**src/mfc_pkg.sv**
```systemverilog
// ----------------------------------------------------------------------------
// mfc_pkg
// shared types and constants of the multichannel fir convolver
// ----------------------------------------------------------------------------
package mfc_pkg;

   // field widths of the request, response and csr channels
   localparam int CMD_W      = 1;
   localparam int CH_FIELD_W = 3;
   localparam int SAMPLE_W   = 16;
   localparam int TAP_IDX_W  = 8;
   localparam int COUNT_W    = 9;

   // defaults of the top level parameters
   localparam int TAPS_DEFAULT     = 256;
   localparam int CHANNELS_DEFAULT = 8;

   // tap count after reset
   localparam logic [COUNT_W-1:0] TAP_COUNT_RESET = 9'd256;

   // q1.15 arithmetic
   localparam int PROD_W     = 2 * SAMPLE_W;
   localparam int FRAC_W     = 15;
   localparam int ROUND_BIAS = 16384;
   localparam int SAT_MAX    = 32767;
   localparam int SAT_MIN    = -32768;

   // depth of the queue between front and back
   localparam int QUEUE_DEPTH = 2;

   typedef enum logic [CMD_W-1:0] {
      CMD_SAMPLE = 1'b0,
      CMD_LOAD   = 1'b1
   } cmd_type;

   typedef enum logic [1:0] {
      ST_IDLE,
      ST_MAC,
      ST_FLUSH,
      ST_DONE
   } back_state_type;

   // one classified request waiting for the back end
   typedef struct packed {
      cmd_type                     kind;
      logic [CH_FIELD_W-1:0]       channel;
      logic signed [SAMPLE_W-1:0]  data;
      logic [TAP_IDX_W-1:0]        tap_index;
   } queue_entry_type;

   // back end handshake events
   typedef struct packed {
      logic pop;
      logic out_load;
   } back_status_type;

endpackage

```
**src/mfc_ifs.sv**
```systemverilog
// ----------------------------------------------------------------------------
// mfc channel interfaces
// request, response and csr write channels with valid/ready handshake
// ----------------------------------------------------------------------------
interface mfc_req_if;
   logic                                      valid;
   logic                                      ready;
   logic [mfc_pkg::CMD_W-1:0]                 cmd;
   logic [mfc_pkg::CH_FIELD_W-1:0]            channel;
   logic signed [mfc_pkg::SAMPLE_W-1:0]       sample_in;
   logic [mfc_pkg::TAP_IDX_W-1:0]             tap_index;
   logic signed [mfc_pkg::SAMPLE_W-1:0]       tap_value;

   modport source (output valid, cmd, channel, sample_in, tap_index, tap_value,
                   input ready);
   modport sink (input valid, cmd, channel, sample_in, tap_index, tap_value,
                 output ready);
endinterface


```
**src/mfc_front.sv**
```systemverilog
// ----------------------------------------------------------------------------
// mfc_front
// accepts requests, drops out-of-range ones, builds queue entries
// ----------------------------------------------------------------------------
module mfc_front #(
   parameter int TAP_DEPTH = 256,
   parameter int CH_DEPTH  = 8
) (
   mfc_req_if.sink                     req_bus,
   input  logic                        q_full,
   output logic                        q_push,
   output mfc_pkg::queue_entry_type    q_entry
);

   localparam int IDX_CMP_W = mfc_pkg::TAP_IDX_W + 1;
   localparam int CH_CMP_W  = mfc_pkg::CH_FIELD_W + 1;

   logic accept;
   logic is_load;
   logic idx_ok;
   logic ch_ok;

   assign req_bus.ready = !q_full;
   assign accept        = req_bus.valid && req_bus.ready;
   assign is_load       = (req_bus.cmd == mfc_pkg::CMD_LOAD);

   // a load beyond the tap store or a sample of a missing channel has no effect
   assign idx_ok = ({1'b0, req_bus.tap_index} < IDX_CMP_W'(TAP_DEPTH));
   assign ch_ok  = ({1'b0, req_bus.channel} < CH_CMP_W'(CH_DEPTH));

   assign q_push = accept && (is_load ? idx_ok : ch_ok);

   always_comb begin
      q_entry.kind      = mfc_pkg::cmd_type'(req_bus.cmd);
      q_entry.channel   = req_bus.channel;
      q_entry.data      = is_load ? req_bus.tap_value : req_bus.sample_in;
      q_entry.tap_index = req_bus.tap_index;
   end

endmodule

```
**src/flat_wrapper.sv**
```systemverilog
// flat-port wrapper written by rule: the top's interface ports become plain ports
module mfc_front_flat 
#(
   parameter int TAP_DEPTH = 256,
   parameter int CH_DEPTH  = 8
)
  (q_full, q_push, q_entry, req_bus_valid, req_bus_cmd, req_bus_channel, req_bus_sample_in, req_bus_tap_index, req_bus_tap_value, req_bus_ready);
  mfc_req_if req_bus_i ();
  input  logic q_full;
  output logic q_push;
  output mfc_pkg::queue_entry_type q_entry;
  input wire logic [$bits(req_bus_i.valid)-1:0] req_bus_valid;
  input wire logic [$bits(req_bus_i.cmd)-1:0] req_bus_cmd;
  input wire logic [$bits(req_bus_i.channel)-1:0] req_bus_channel;
  input wire logic [$bits(req_bus_i.sample_in)-1:0] req_bus_sample_in;
  input wire logic [$bits(req_bus_i.tap_index)-1:0] req_bus_tap_index;
  input wire logic [$bits(req_bus_i.tap_value)-1:0] req_bus_tap_value;
  output wire logic [$bits(req_bus_i.ready)-1:0] req_bus_ready;
  assign req_bus_i.valid = req_bus_valid;
  assign req_bus_i.cmd = req_bus_cmd;
  assign req_bus_i.channel = req_bus_channel;
  assign req_bus_i.sample_in = req_bus_sample_in;
  assign req_bus_i.tap_index = req_bus_tap_index;
  assign req_bus_i.tap_value = req_bus_tap_value;
  assign req_bus_ready = req_bus_i.ready;
  mfc_front #(.TAP_DEPTH(TAP_DEPTH), .CH_DEPTH(CH_DEPTH)) u_core (.req_bus(req_bus_i), .q_full(q_full), .q_push(q_push), .q_entry(q_entry));
endmodule
```
**config.mk**
```make
export PLATFORM = sky130hd
export DESIGN_NAME = mfc_front_flat
export DESIGN_NICKNAME = d
export VERILOG_FILES = /design/src/mfc_pkg.sv /design/src/mfc_ifs.sv /design/src/mfc_front.sv /design/src/flat_wrapper.sv
export SDC_FILE = /design/constraint.sdc
export NUM_CORES = 1
export LEC_CHECK = 0
export ABC_AREA = 1
export CORE_UTILIZATION = 25
export DETAILED_ROUTE_END_ITERATION = 10
export DONT_BUFFER_PORTS = 1
export SYNTH_ARGS = -nofsm -noshare
export SYNTH_HDL_FRONTEND = slang
export SYNTH_SLANG_ARGS = --single-unit
```
**constraint.sdc**
```tcl
create_clock -name vclk -period 1.4
set_input_delay 0.28 -clock vclk [all_inputs]
set_output_delay 0.28 -clock vclk [all_outputs]
set_load 0.01 [all_outputs]
```
After elaboration in Yosys (flattened, before gate mapping)

Cells that the tools add are included.

Logic and storage cells: 3
Output and inout port bits: 30
Input port bits: 46
Register bits: 0

Muxes and demuxes: 1
Reduce and logical (&&, ||, !) cells: 2

Operator list:

| operator           | count |
|---|---|
| 16-bit two-way mux | 1 |
| 1-bit logical AND  | 1 |
| 1-bit zero test    | 1 |

Depth between registers and ports, before layout

Depth in word-level cells: 2
Mapped depth: 5
Mapped depth without buffers: 3

Least setup slack after synthesis

Ideal clock, no wire load.

Path kind: input port to output port
Start: in req_bus_cmd
End: out q_entry[12] in the netlist's numbering
Stages: 5
Required time: 1.120 ns
Arrival: 0.713 ns
Buffers on the path: 2
Setup slack: 0.407 ns
Cells stage by stage: buf_6 -> inv_6 -> buf_12 -> nand2_1 -> nand2_1

RTL lines:

| element     | line               | source |
|---|---|---|
| from (decl) | flat_wrapper.sv:13 | `input wire logic [$bits(req_bus_i.cmd)-1:0] req_bus_cmd;` |
| to (decl)   | flat_wrapper.sv:11 | `output mfc_pkg::queue_entry_type q_entry;` |

==> results.toml <==
[outcome]
run_status = "complete, no violations"

[cells_and_area]
final_cells = 67
layout.clock_buffers = 0
drive_above_1_share_pct = 11.5
antenna_cells = 0
fin_util_pct = 18.0
syn_to_final_growth_pct = -33.0
ff_latch_count = 0
n_fill_cell = 162
regArea_um2 = 0
design_area_um2 = 231
fin_nets = 100

[power_and_ir_drop]
power.internal_mw = 0.0208
share_comb_of_total_power_pct = 100.0
power.net_switching_mw = 0.0506
fin_total_pwr_mw = 0.0714
power_frac_clock_pct = 0
irDropWorstVdd_mv = 0.0584
sw_frac_of_total_pct = 70.9
total_leakage_power_nw = 0.160
power_per_cell_area_nw_per_um2 = 308
power.sequential.fraction_pct = 0

[floorplan]
rows = 13
ioPinCount = 76
fp.coreArea_um2 = 1280
floorplan.die_area_um2 = 1530
die_w_um = 39.2
dieHeight_um = 39.2
start_util_pct = 26.9

[timing]
timing.final.max_slew_violations = 0
fmax_ghz = 1.19
timing_worst_slew_pin_value_ns = 0.211
fin_crit_ns = 0.842
final_critical_path_setup_slack_ns = 0.558
hold_viol_final = 0
report.final.setup_viol = 0
timing.hold.ws_ns = 0.560
relSlewSlack_pct = 85.9
fin_setup_tns_ns = 0
rsz0062_at_grt = "false"
post-route-period-util_pct = 60.1

[global_route]
global_route.usage.total_pct = 7.34
global_route_wire_length_before_repair_um = 807
grt_pass1_vias = 215
grt_max_degree = 19
antenna_violations_before_repair = 0
globalRouteOverflowTotal = 0

[worst_setup_path]
timing.critical_path.buf_inv = 1
crit_chain = "inv_6 -> nand2_1 -> nand2_1"
arrival_ns = 0.56
critical_path.max_stage_delay_ns = 0.11
timing_worst_setup_path_type = "in -> out"
critPathMostFrequentCell = "sky130_fd_sc_hd__nand2_1"
crit_path_start_kind = "primary input"
worst_setup_path_end_kind = "primary output"
crit_path_top_delay_cell = "sky130_fd_sc_hd__inv_6"
critPathMaxFanout = 18
critical-path-top-delay-family = "simple AND/OR/NAND/NOR gates"
cp_data_required_time_ns = 1.12

[synthesis]
syn_nets = 113
netlist_top_cells_area = "sky130_fd_sc_hd__nand2_1 (47%), sky130_fd_sc_hd__buf_4 (26%), sky130_fd_sc_hd__nand2_2 (9.1%)"
area_fraction_of_the_dominant_cell_type_after_synthesis_pct = 46.7
yosysMostFrequentCell = "sky130_fd_sc_hd__nand2_1"
yosys.cell_types.count = 8
syn-instance-count = 67
post-synth-top-area-cell = "sky130_fd_sc_hd__nand2_1"
avgSynthCellArea_um2 = 5.15
yosysWarnings = 0
synth_commonest_cells = "sky130_fd_sc_hd__nand2_1 (43), sky130_fd_sc_hd__buf_4 (12), sky130_fd_sc_hd__nand2_2 (5)"
netlist_area_um2 = 345
ys_seq_area_share_pct = 0

[drt]
dr_total_vias = 315
routedWlPerCell_um = 10.6
first_iter_violations = 1
postRouteAntennaNets = 0
avgViaCountPerCell = 4.70
wirelength_um = 710
detail_route.first_pass.iterations = 2
detail_route.drc_violations = 0

[hold_path]
worst_hold_path_type = "in -> out"
min_to = "q_entry[7]"
holdCritStartpoint = "req_bus_tap_index[7]"
hold-path-cell-count = 0

[placement]
place_ws_ns = 0.551
placement.cell_area_um2 = 231
final_replace_weighted_congestion = 0.562
buffer_ports.inserted = 0
dp_hpwl_um = 565
post-place-cells = 67

[flow_run]
drv_cap = 0

[clocking]
cts_hold_buffers = 0
cts_resized = 0
cts_setup_buffers = 0
-- per-layer routing --
layer	up-vias	part of all wire [%]	wire (um)	track usage, %
met5	-	0	0	0
met4	0	0	0	0
met3	0	17	121	1.16
met2	38	45	319	14.6
met1	122	38	268	8.45
li1	155	-	-	-
-- how the worst max path moves through the flow --
stage                     slack [ns]     endpoint        start  depth (start not counted)
final                           0.56  q_entry[15]  req_bus_cmd                          3
after detailed placement        0.55   q_entry[9]  req_bus_cmd                          3
after global placement          0.56   q_entry[9]  req_bus_cmd                          3
after global routing            0.50  q_entry[15]  req_bus_cmd                          3
after floorplan                 0.41  q_entry[12]  req_bus_cmd                          5
after CTS                       0.55   q_entry[9]  req_bus_cmd                          3
-- cell type report --
| class | instances | area (um^2) | share of cell area (%) |
|---|---|---|---|
| multi-input combinational | 49 | 196 | 84.9 |
| tap | 15 | 18.8 | 8.11 |
| inverter | 3 | 16.3 | 7.03 |
-- power by group through the flow --
stage	registers (mW)	clock network [mW]	logic (mW)
final	0	0	0.0714
after floorplan	0	0	0.119
after CTS	0	0	0.0728
after global routing	0	0	0.0834
after global placement	0	0	0.0720
after detailed placement	0	0	0.0727
-- cells in the final DEF (no fill, tap or decap) --
| master | instances |
|---|---|
| sky130_fd_sc_hd__inv_1 | 2 |
| sky130_fd_sc_hd__inv_6 | 1 |
| sky130_fd_sc_hd__nand2_1 | 43 |
| sky130_fd_sc_hd__nand2_2 | 5 |
| sky130_fd_sc_hd__nor2_1 | 1 |
-- kinds of logic after synthesis --
kind of cell,Yosys count,share of synthesized area [%]
simple gates,49,56.9
buf+inv,18,43.1
No activity file was read; power rests on OpenSTA's default activity.
