--- src/mfc_pkg.sv ---
// ----------------------------------------------------------------------------
// mfc_pkg
// shared types and constants of the multichannel fir convolver
// ----------------------------------------------------------------------------
package mfc_pkg;

   // field widths of the request, response and csr channels
   localparam int CMD_W      = 1;
   localparam int CH_FIELD_W = 3;
   localparam int SAMPLE_W   = 16;
   localparam int TAP_IDX_W  = 8;
   localparam int COUNT_W    = 9;

   // defaults of the top level parameters
   localparam int TAPS_DEFAULT     = 256;
   localparam int CHANNELS_DEFAULT = 8;

   // tap count after reset
   localparam logic [COUNT_W-1:0] TAP_COUNT_RESET = 9'd256;

   // q1.15 arithmetic
   localparam int PROD_W     = 2 * SAMPLE_W;
   localparam int FRAC_W     = 15;
   localparam int ROUND_BIAS = 16384;
   localparam int SAT_MAX    = 32767;
   localparam int SAT_MIN    = -32768;

   // depth of the queue between front and back
   localparam int QUEUE_DEPTH = 2;

   typedef enum logic [CMD_W-1:0] {
      CMD_SAMPLE = 1'b0,
      CMD_LOAD   = 1'b1
   } cmd_type;

   typedef enum logic [1:0] {
      ST_IDLE,
      ST_MAC,
      ST_FLUSH,
      ST_DONE
   } back_state_type;

   // one classified request waiting for the back end
   typedef struct packed {
      cmd_type                     kind;
      logic [CH_FIELD_W-1:0]       channel;
      logic signed [SAMPLE_W-1:0]  data;
      logic [TAP_IDX_W-1:0]        tap_index;
   } queue_entry_type;

   // back end handshake events
   typedef struct packed {
      logic pop;
      logic out_load;
   } back_status_type;

endpackage

--- src/mfc_queue.sv ---
// ----------------------------------------------------------------------------
// mfc_queue
// short fifo between front and back end
// ----------------------------------------------------------------------------
module mfc_queue #(
   parameter int DEPTH = mfc_pkg::QUEUE_DEPTH
) (
   input  logic                        clock,
   input  logic                        reset,
   input  logic                        push,
   input  mfc_pkg::queue_entry_type    push_entry,
   output logic                        full,
   input  logic                        pop,
   output logic                        valid,
   output mfc_pkg::queue_entry_type    head_entry
);

   localparam int PTR_W = (DEPTH > 1) ? $clog2(DEPTH) : 1;
   localparam int CNT_W = $clog2(DEPTH + 1);

   mfc_pkg::queue_entry_type ent_ff [DEPTH];
   logic [PTR_W-1:0] wr_ptr_ff, wr_ptr_in;
   logic [PTR_W-1:0] rd_ptr_ff, rd_ptr_in;
   logic [CNT_W-1:0] cnt_ff, cnt_in;

   assign full       = (cnt_ff == CNT_W'(DEPTH));
   assign valid      = (cnt_ff != '0);
   assign head_entry = ent_ff[rd_ptr_ff];

   always_comb begin
      wr_ptr_in = wr_ptr_ff;
      rd_ptr_in = rd_ptr_ff;
      cnt_in    = cnt_ff;
      if (push) begin
         wr_ptr_in = (wr_ptr_ff == PTR_W'(DEPTH - 1)) ? '0 : wr_ptr_ff + 1'b1;
      end
      if (pop) begin
         rd_ptr_in = (rd_ptr_ff == PTR_W'(DEPTH - 1)) ? '0 : rd_ptr_ff + 1'b1;
      end
      if (push && !pop) begin
         cnt_in = cnt_ff + 1'b1;
      end else if (pop && !push) begin
         cnt_in = cnt_ff - 1'b1;
      end
   end

   always_ff @(posedge clock) begin
      if (reset) begin
         wr_ptr_ff <= '0;
         rd_ptr_ff <= '0;
         cnt_ff    <= '0;
      end else begin
         wr_ptr_ff <= wr_ptr_in;
         rd_ptr_ff <= rd_ptr_in;
         cnt_ff    <= cnt_in;
      end
   end

   always_ff @(posedge clock) begin
      if (push) begin
         ent_ff[wr_ptr_ff] <= push_entry;
      end
   end

endmodule

--- config.mk ---
export PLATFORM = sky130hd
export DESIGN_NAME = mfc_queue
export DESIGN_NICKNAME = d
export VERILOG_FILES = /design/src/mfc_pkg.sv /design/src/mfc_queue.sv
export SDC_FILE = /design/constraint.sdc
export NUM_CORES = 1
export LEC_CHECK = 0
export BUFFER_PORTS_ARGS = -buffer_cell sky130_fd_sc_hd__clkbuf_2
export CORE_MARGIN = 2
export CORE_UTILIZATION = 55
export CTS_CLUSTER_DIAMETER = 30
export CTS_CLUSTER_SIZE = 40
export DETAILED_ROUTE_END_ITERATION = 10
export GPL_TIMING_DRIVEN = 0
export MAX_ROUTING_LAYER = met4
export PLACE_DENSITY = 0.88
export SLEW_MARGIN = 20
export SYNTH_ARGS = -nofsm -noshare
export SYNTH_HDL_FRONTEND = slang
export SYNTH_SLANG_ARGS = --single-unit
--- constraint.sdc ---
create_clock -name clock -period 5.84 [get_ports clock]
set_input_delay 0 -clock clock [delete_from_list [all_inputs] [get_ports clock]]
set_output_delay 0 -clock clock [all_outputs]
set_load 0.1 [all_outputs]
# == After elaboration in Yosys (flattened, before gate mapping) ==
# Memories as Yosys holds them, arrays and structs flattened. A register that Yosys moved wholly into a read port is not among the register bits.
# Cells that the tools add are included.
# totals
register_bits,4
mem_bits_rw,56
input_bits,32
output_inout_bits,30
word_cells,23
n_memories,1
# classes
n_addsub,4
n_eq_ne,1
n_mux,8
n_reduce_logical,6
# memory_table
memory,depth,word_bits,rd,rd_ports_with_merged_regs,write_ports,line_no,rtl
ent_ff,2,28,1,1,1,mfc_queue.sv:21,mfc_pkg::queue_entry_type ent_ff [DEPTH];
# op_table
operator,count
$mux W1,6
$mux W2,2
$reduce_bool A2 Y1,2
$add A1 B1 Y1 const B,2
$add A2 B1 Y2 const B,1
$eq A2 B2 Y1 const B,1
$logic_and A1 B1 Y1,2
$logic_not A1 Y1,2
$sub A2 B1 Y2 const B,1

# == Longest topological paths before layout ==
# Gate-level depths: netlist of run 1.
# logic_depth
depth_word,4
mapped_depth,5
ltp_nobuf,5

# == Worst setup path before layout of run 1 ==
# No wires, ideal clock.
# synth_path
path_kind,register to register
startpoint,register wr_ptr_ff
endpoint,"memory ent_ff[0][0] (netlist name), enable pin"
setup_time_ns,0.416
arrival_time_ns,1.592
required_time_ns,5.424
slack_ns,3.832
stages_incl_launch_ff,2
path_buffers,0
synth_period_minus_slack_ns,2.008
path_cell_list,dfxtp_1 nor2b_1
# synth_rtl
element,line_no,rtl
start: declaration,mfc_queue.sv:22,"logic [PTR_W-1:0] wr_ptr_ff, wr_ptr_in;"
start signal: assignment,mfc_queue.sv:53,wr_ptr_ff <= wr_ptr_in;
end: declaration,mfc_queue.sv:21,
# No word-level cell before the write port.

==> flow_metrics.py, run 1 <==
metrics = {
    "synthesis": {
        "ys_warn_count": 0,
        "synth_fp_nets": 142,
        "syn_avg_cell_area_sq_um": 20.5,
        "ys_types": 17,
        "ys_seq_elements": 61,
        "yosysSeqAreaShare_pct": 79.7,
        "synthCells": 109,
        "synth_area_sq_um": 2230,
    },
    "cts": {
        "ctsResizeCount": 0,
        "cts_made_buffers": 9,
        "cts_root_buf": "clkbuf_8",
        "clk_pin_slew_worst_paths_ns": 0.06,
        "cts_tree": "built",
        "htreeDepth": 3,
        "cts_sinks": 61,
        "insertion_delay_ns": 0.33,
        "clk_path_buf_depth": 2,
    },
    "route": {
        "dr.pass1.iters": 4,
        "top_layer_used": "met4",
        "wl_met3_um": 170,
        "met2_length_mm": 2.35,
        "vias": 1289,
        "routed_wirelength_mm": 4.09,
        "vias_per_cell": 4.83,
        "drt-met1-wl_mm": 1.47,
        "drc_errors": 0,
        "post_drt_wl_per_cell_um": 15.3,
        "drtAntennaViolNets": 0,
        "drt_first_iter_violations": 111,
    },
    "floorplanning": {
        "die_w_um": 67.7,
        "die-area_sq_um": 4590,
        "ios": 62,
        "start_util_pct": 56.7,
        "rows": 23,
        "fp.coreArea_sq_um": 3940,
        "die_h_um": 67.7,
    },
    "sta": {
        "clock_skew_ns": 0.00585,
        "finalWorstSetupSlack_ns": 4.03,
        "fin_crit_sh_pct": 30.9,
        "fin_setup_tns_ns": 0,
        "tightest_slew_ns": 0.799,
        "fin_crit_ns": 1.81,
        "fmax_mhz": 554,
        "hold_viol": 0,
        "slew_violations": 0,
        "rsz0062_at_grt": "no",
        "relSlewSlack_pct": 46.6,
        "setup_viol": 0,
    },
    "global_routing": {
        "grt_pass1_wl_mm": 5.94,
        "track_usage_pct": 20.1,
        "antenna_found_initial": 0,
        "first_global_vias": 1342,
        "grt_max_degree": 29,
        "grt_overflow_total": 0,
    },
    "hold_path": {
        "hold_path.class": "in -> reg",
    },
    "cells_and_area": {
        "layout_commonest_cell": "clkbuf_2",
        "nNetsFinal": 245,
        "fillCellCount": 231,
        "area_growth_pct": 38.9,
        "fin_util_pct": 78.7,
        "layout-drive-gt1-share_pct": 49.8,
        "diodes": 0,
        "most-common-layout-cells": "clkbuf_2, edfxtp_1, dlygate4sd3_1, mux2_2, clkbuf_8",
    },
    "setup_path": {
        "cp.required_ns": 5.84,
        "critPathSlowestCell": "clkbuf_2",
        "path_cells": "buf_2 > buf_6 > mux2_2 > clkbuf_2",
        "end_kind": "output port",
        "cp-start-kind": "flop",
        "critPathMaxStageDelay_ns": 0.38,
        "critical_path_class": "reg -> out",
        "arrival_ns": 1.81,
        "crit_fanout": 10,
    },
    "placed_design": {
        "dpl_worst_slack_ns": 4.37,
        "gp_congestion": 0.785,
        "dp_hpwl_mm": 2.50,
        "io_buffers": 61,
    },
    "outcome": {
        "status": "completed",
    },
    "pwr": {
        "power.density_nw_per_um2": 370,
        "leakage_nw": 1.22,
        "ir_drop_mv": 0.385,
    },
    "run": {
        "cap_violations": 0,
    },
}
[registers in the layout (all words and copies together), names as in the netlist, named ones only]
name	cells
cnt_ff	2
wr_ptr_ff	1
rd_ptr_ff	1
ent_ff	56
[layout make-up]
class / instances / area [sq um] / area share, %
flip-flops and latches: 61 / 1780 / 57.4
repair buffers: 92 / 616 / 19.8
multi-input cells: 44 / 430 / 13.9
clock buffers: 10 / 128 / 4.11
well taps: 50 / 62.6 / 2.02
clock inverters: 6 / 53.8 / 1.73
plain buffers: 3 / 27.5 / 0.887
inverters: 1 / 3.75 / 0.121
[cell families after synthesis]
| logic type | Yosys count | share of synthesized area, % |
|---|---|---|
| compound gates | 2 | 0.447 |
| flops | 61 | 79.7 |
| simple gates | 9 | 2.18 |
| mux | 28 | 14.1 |
| xor+xnor | 4 | 1.57 |
| fa+ha+maj | 1 | 0.560 |
| buf+inv | 4 | 1.40 |
[path summary, 6_finish.rpt]
kind,startpoint,end,slack (ns),cells after the start
max reg2reg,wr_ptr_ff$_SDFFE_PP0P_,ent_ff[1][26]$_DFFE_PP_,4.45,1
min,push,cnt_ff[0]$_SDFFE_PP0P_,0.19,4
max,flop,head_entry[22],4.03,4
min reg2reg,cnt_ff[1]$_SDFFE_PP0P_,cnt_ff[1]$_SDFFE_PP0P_,0.51,2
[layer usage]
layer  global-route usage (%)  vias up
li1                         -      625
met2                     36.2       41
met5                        -        -
met4                     13.0        0
met3                     5.00       11
met1                     18.6      612
[cells in the mapped netlist]
cell type / number / area (sq um)
edfxtp_1: 56 / 1680
mux2_2: 28 / 315
dfxtp_1: 5 / 100
nor2_1: 4 / 15.0
buf_6: 2 / 22.5
xnor2_1: 2 / 17.5
xor2_1: 2 / 17.5
a21oi_1: 1 / 5.00
and2_1: 1 / 6.26
and2b_2: 1 / 8.76
buf_2: 1 / 5.00
ha_1: 1 / 12.5
inv_1: 1 / 3.75
nor2b_1: 1 / 6.26
o21ai_0: 1 / 5.00
or2_2: 1 / 6.26
or3_1: 1 / 6.26
[worst max-delay path: cells and delay by family, from the launching register on]
kind | cells | cell delay (ns)
multiplexers | 1 | 0.35
buffers and inverters | 3 | 0.83
flip-flops | 1 | 0.30
[what timing repair did]
| item | CTS | global route |
|---|---|---|
| endpoints found under the hold margin | 61 | 0 |
| hold buffers | 31 | 0 |
| buffers inserted | 0 | 0 |
[through the flow]
step	instances	total power, W	hold slack [ns]	area, sq um
detailed placement	220	0.000803	0.196	2610
finish	267	0.00115	0.193	3100
CTS	267	0.00116	0.177	3100
global route	267	0.00119	0.228	3100
floorplan	109	0.000755	0.0691	2230
global placement	220	0.000795	0.189	2600
[power by group]
| group | internal [W] | leakage, nW | switching [W] | total (W) |
|---|---|---|---|---|
| clock | 0.000192 | 0.0888 | 0.000147 | 0.000339 |
| combinational | 0.0000673 | 0.568 | 0.000225 | 0.000293 |
| sequential | 0.000509 | 0.567 | 0.00000879 | 0.000517 |
| total | 0.000768 | 1.22 | 0.000381 | 0.00115 |
No activity file was read; power rests on OpenSTA's default activity.
==> inputs of run 2 (changes only) <==
ABC_AREA = 1   (was unset)
CORE_UTILIZATION = 51   (was 55)
PLACE_DENSITY = 0.83   (was 0.88)
clock period = 1.7 ns   (was 5.84 ns; I/O delays follow)
==> run 2 against run 1 <==
Net effect: non-clock buffer count increased by 1; utilization decreased by 4.8 points; sequential power increased to 3.4 times the previous value; largest power group unchanged; first-iteration DRC count decreased by 39%; global-route usage decreased by 2.2 points; highest routed layer unchanged; synthesized cell count increased by 10%; sequential share of layout area decreased by 2.4 points; final cell count increased by 5.2%; area after synthesis increased by 5.2%.
==> flow_metrics.py, run 2 <==
metrics = {
    "outcome": {
        "status": "completed",
    },
    "placed_design": {
        "gp_congestion": 0.685,
        "io_buffers": 61,
        "dp_hpwl_mm": 2.55,
        "dpl_worst_slack_ns": 0.0193,
    },
    "setup_path": {
        "r2r-start": "wr_ptr_ff$_SDFFE_PP0P_",
        "end_kind": "output port",
        "cp-start-kind": "flop",
        "arrival_ns": 1.64,
        "crit_fanout": 10,
        "critical_path_class": "reg -> out",
        "cp.required_ns": 1.70,
    },
    "sta": {
        "clock_skew_ns": 0.00561,
        "hold_viol": 0,
        "fin_crit_sh_pct": 96.5,
        "hold_slack_ns": 0.405,
        "relSlewSlack_pct": 44.9,
        "setup_viol": 0,
        "fin_crit_ns": 1.64,
        "tightest_slew_ns": 0.825,
        "fmax_mhz": 609,
        "rsz0062_at_grt": "no",
        "slew_violations": 0,
        "finalWorstSetupSlack_ns": 0.0587,
    },
    "route": {
        "drt_first_iter_violations": 68,
        "drtAntennaViolNets": 0,
        "dr.pass1.iters": 4,
        "post_drt_wl_per_cell_um": 14.2,
        "vias": 1355,
        "vias_per_cell": 4.82,
        "routed_wirelength_mm": 4.00,
        "drc_errors": 0,
    },
    "cts": {
        "clk_pin_slew_worst_paths_ns": 0.07,
        "cts_made_buffers": 9,
        "clk_path_buf_depth": 2,
        "cts_root_buf": "clkbuf_8",
        "htreeDepth": 3,
        "cts_tree": "built",
        "insertion_delay_ns": 0.33,
        "cts_sinks": 61,
        "post-cts-setup-buffer-count": 0,
    },
    "floorplanning": {
        "die-area_sq_um": 5170,
        "die_h_um": 71.9,
        "rows": 24,
        "fp.coreArea_sq_um": 4380,
        "ios": 62,
        "start_util_pct": 53.6,
        "die_w_um": 71.9,
    },
    "synthesis": {
        "synth-async-reset-ratio_pct": 0,
        "synth_fp_nets": 153,
        "ys_warn_count": 0,
        "synth_flop_cell": "edfxtp_1",
        "ys_seq_elements": 61,
        "syn_avg_cell_area_sq_um": 19.6,
        "yosysSeqAreaShare_pct": 75.8,
        "yosys.area.top_type": "edfxtp_1",
        "synth-compound-area-share_pct": 0.426,
        "synth_xor_area_share_pct": 0.373,
        "synth_area_sq_um": 2350,
        "synth-simple-area-share_pct": 2.61,
        "synth_top_family_by_area": "multiplexers",
        "synth_most_common_cell": "edfxtp_1",
        "synth-edff-count": 56,
        "ys_types": 16,
        "yosys-top-cells-count": "edfxtp_1, mux2_4, inv_1",
        "synthCells": 120,
        "netlist.area_leader.share_pct": 71.6,
        "synthMuxAreaShare_pct": 16.6,
        "synthTopCellsByArea": "edfxtp_1, mux2_4, dfxtp_1, mux2_2, buf_12",
        "synthAdderAreaFrac_pct": 0.532,
    },
    "run": {
        "cap_violations": 0,
    },
    "global_routing": {
        "grt_pass1_wl_mm": 6.56,
        "grt_overflow_total": 0,
        "grt_max_degree": 30,
        "first_global_vias": 1523,
        "antenna_found_initial": 0,
        "track_usage_pct": 17.9,
    },
    "cells_and_area": {
        "diodes": 0,
        "fillCellCount": 267,
        "layout-drive-gt1-share_pct": 47.6,
        "layout_commonest_cell": "edfxtp_1",
        "largest_reg_flops": 56,
        "most-common-layout-cells": "edfxtp_1, clkbuf_2, dlygate4sd3_1, mux2_4, buf_2",
        "area_growth_pct": 37.8,
        "fin_util_pct": 73.9,
        "reg_top3": "ent_ff: 56 flops, cnt_ff: 2 flops",
        "nNetsFinal": 257,
        "regMostFlops": "ent_ff",
    },
    "pwr": {
        "ir_drop_mv": 1.14,
        "power.density_nw_per_um2": 1220,
        "leakage_nw": 1.33,
    },
    "hold_path": {
        "worstHoldStart": "push_entry[8]",
        "hold_path.class": "in -> reg",
    },
}
run 2: changes by cell type after synthesis, sizes merged, moves of 2 or more:
cell | before | now
xor2 | 2 | 0
nand2 | 0 | 6
inv | 1 | 9
nor2 | 4 | 6
run 2: kinds of logic (layout without fill, tap and decap cells):
group,Yosys count,after routing
xor+xnor,1,1
buf+inv,12,121
simple gates,15,15
fa+ha+maj,1,1
compound gates,2,2
flops,61,61
mux,28,28
run 2: what timing repair did:
item | CTS | global route
hold buffers | 32 | 0
endpoints found under the hold margin | 59 | 0
setup endpoints to repair | 0 | 11
gates resized for setup | 0 | 11
run 2: final cells by class:
cell class	count	area (sq um)	share of cell area (%)
flip-flops and latches	61	1780	55.0
repair buffers	93	626	19.3
multi-input cells	47	490	15.1
clock buffers	9	124	3.83
clock inverters	7	66.3	2.05
well taps	52	65.1	2.01
plain buffers	3	51.3	1.58
inverters	9	33.8	1.04
run 2: final timing paths:
check	end	slack (ns)	cells after the start
max	head_entry[20]	0.06	4
min	ent_ff[1][8]$_DFFE_PP_	0.41	2
max reg2reg	ent_ff[0][0]$_DFFE_PP_	0.31	1
min reg2reg	rd_ptr_ff$_SDFFE_PP0P_	0.54	2
run 2: worst max-delay path, cell delays in order, from the launching register on:
cell and delay (ns):
dfxtp_1 0.32, buf_6 0.16, buf_12 0.16, mux2_4 0.30, clkbuf_2 0.37
run 2: metrics by stage:
step	instances	power, W	instance area, sq um	TNS (ns)
after CTS	281	0.00397	3240	0
after global placement	233	0.00269	2720	-1.93
after global routing	281	0.00408	3240	0
after floorplan	120	0.00258	2350	0
final	281	0.00394	3240	0
after detailed placement	233	0.00272	2730	0
run 2: metal layers:
layer / vias to the layer above / track usage, % / routed length [um]
li1: 658 / - / -
met1: 641 / 18.1 / 1580
met2: 50 / 32.4 / 2160
met3: 6 / 5.06 / 218
met4: 0 / 6.92 / 42
met5: - / - / 0
run 2: report_power, final:
| group | internal [W] | switching, W |
|---|---|---|
| Combinational | 0.000258 | 0.000728 |
| Clock | 0.000665 | 0.000528 |
| Sequential | 0.00173 | 0.0000239 |
==> inputs of run 3 (changes only) <==
RECOVER_POWER = 25   (was unset)
==> run 3 against run 2 <==
Net effect: via count about the same; highest routed layer unchanged; final cell count unchanged; largest power group unchanged; clock-buffer cell count unchanged; combinational power down 0.4%; clock power about the same; hold slack about the same.
==> flow_metrics.py, run 3 (same netlist as run 2, synthesis figures left out) <==
metrics = {
    "setup_path": {
        "end_kind": "output port",
        "critPathSlowestCell": "clkbuf_2",
        "critical_path_class": "reg -> out",
        "path_cells": "buf_6 > buf_12 > mux2_4 > clkbuf_2",
        "critPathMaxStageDelay_ns": 0.37,
        "arrival_ns": 1.64,
        "cp.required_ns": 1.70,
        "cp_top_family": "buffers and inverters",
        "crit_buf_inv": 3,
        "cp-start-kind": "flop",
        "crit_fanout": 10,
    },
    "cells_and_area": {
        "most-common-layout-cells": "edfxtp_1, clkbuf_2, dlygate4sd3_1, mux2_4, buf_2",
        "nNetsFinal": 257,
        "design_area_sq_um": 3230,
        "layout_commonest_cell": "edfxtp_1",
        "regMostFlops": "ent_ff",
        "largest_reg_flops": 56,
        "fin_util_pct": 73.6,
        "diodes": 0,
        "area_growth_pct": 37.3,
        "layout-drive-gt1-share_pct": 43.2,
        "reg_top3": "ent_ff: 56 flops, cnt_ff: 2 flops",
    },
    "floorplanning": {
        "ios": 62,
        "fp.coreArea_sq_um": 4380,
        "rows": 24,
        "die_h_um": 71.9,
        "start_util_pct": 53.6,
        "die_w_um": 71.9,
        "die-area_sq_um": 5170,
    },
    "global_routing": {
        "first_global_vias": 1523,
        "antenna_found_initial": 0,
        "grt_overflow_total": 0,
        "track_usage_pct": 17.9,
        "grt_max_degree": 30,
        "grt_pass1_wl_mm": 6.56,
    },
    "sta": {
        "fmax_mhz": 609,
        "rsz0062_at_grt": "no",
        "hold_viol": 0,
        "clock_skew_ns": 0.00538,
        "finalWorstSetupSlack_ns": 0.0585,
        "tightest_slew_ns": 0.825,
        "slew_violations": 0,
        "fin_setup_tns_ns": 0,
        "relSlewSlack_pct": 44.9,
        "fin_crit_ns": 1.64,
        "setup_viol": 0,
        "fin_crit_sh_pct": 96.6,
    },
    "run": {
        "cap_violations": 0,
    },
    "route": {
        "vias_per_cell": 4.83,
        "drtAntennaViolNets": 0,
        "drt_first_iter_violations": 107,
        "vias": 1356,
        "dr.pass1.iters": 4,
        "routed_wirelength_mm": 3.99,
        "drc_errors": 0,
        "post_drt_wl_per_cell_um": 14.2,
    },
    "cts": {
        "cts_root_buf": "clkbuf_8",
        "cts_made_buffers": 9,
        "cts_tree": "built",
        "cts_sinks": 61,
        "clk_path_buf_depth": 2,
        "clk_pin_slew_worst_paths_ns": 0.07,
        "post-cts-setup-buffer-count": 0,
        "insertion_delay_ns": 0.33,
        "htreeDepth": 3,
    },
    "pwr": {
        "ir_drop_mv": 1.14,
        "finalPower_w": 0.00393,
        "power.density_nw_per_um2": 1220,
        "leakage_nw": 1.31,
    },
    "hold_path": {
        "hold_path.class": "in -> reg",
    },
    "placed_design": {
        "io_buffers": 61,
        "dpl_cell_area_sq_um": 2730,
        "gp_congestion": 0.685,
        "dpl_worst_slack_ns": 0.0193,
        "dp_hpwl_mm": 2.55,
    },
    "outcome": {
        "status": "completed",
    },
}
run 3: cell count changes in the layout (fill, tap and decap cells not counted):
cell      delta
clkbuf_1    +10
clkbuf_2    -10
run 3: cell type report:
cell class	instances	area [sq um]
buffer	3	51.3
inverter	9	33.8
sequential	61	1780
tap	52	65.1
fill	275	1160
clock inverter	7	66.3
timing repair buffer	93	613
multi-input combinational	47	490
clock buffer	9	124
run 3: where the power goes:
group	leakage [nW]	switching, W	internal, W
Combinational	0.649	0.000728	0.000255
Clock	0.0887	0.000527	0.000665
Sequential	0.567	0.0000239	0.00173
run 3: what timing repair did:
action | 4_1_cts | 5_1_grt
gates resized for setup | 0 | 11
endpoints found under the hold margin | 59 | 0
hold buffers | 32 | 0
setup endpoints to repair | 0 | 11
run 3: final timing paths:
check / from / end / slack, ns / depth (start not counted)
max: flop / head_entry[20] / 0.06 / 4
min: push_entry[8] / ent_ff[1][8]$_DFFE_PP_ / 0.41 / 2
max reg2reg: wr_ptr_ff$_SDFFE_PP0P_ / ent_ff[0][0]$_DFFE_PP_ / 0.31 / 1
min reg2reg: rd_ptr_ff$_SDFFE_PP0P_ / rd_ptr_ff$_SDFFE_PP0P_ / 0.54 / 2
run 3: per-layer routing:
layer  track usage [%]  share of wire, %  up-vias
met4              6.92               1.1        0
met2              32.4                54       50
met1              18.1                39      641
met3              5.06               5.5        6
li1                  -                 -      659
met5                 -                 0        -
run 3: metrics by stage:
step	hold slack, ns	cells
finish	0.405	281
global route	0.398	281
CTS	0.389	281
detailed placement	0.193	233
global placement	0.188	233
floorplan	0.0724	120
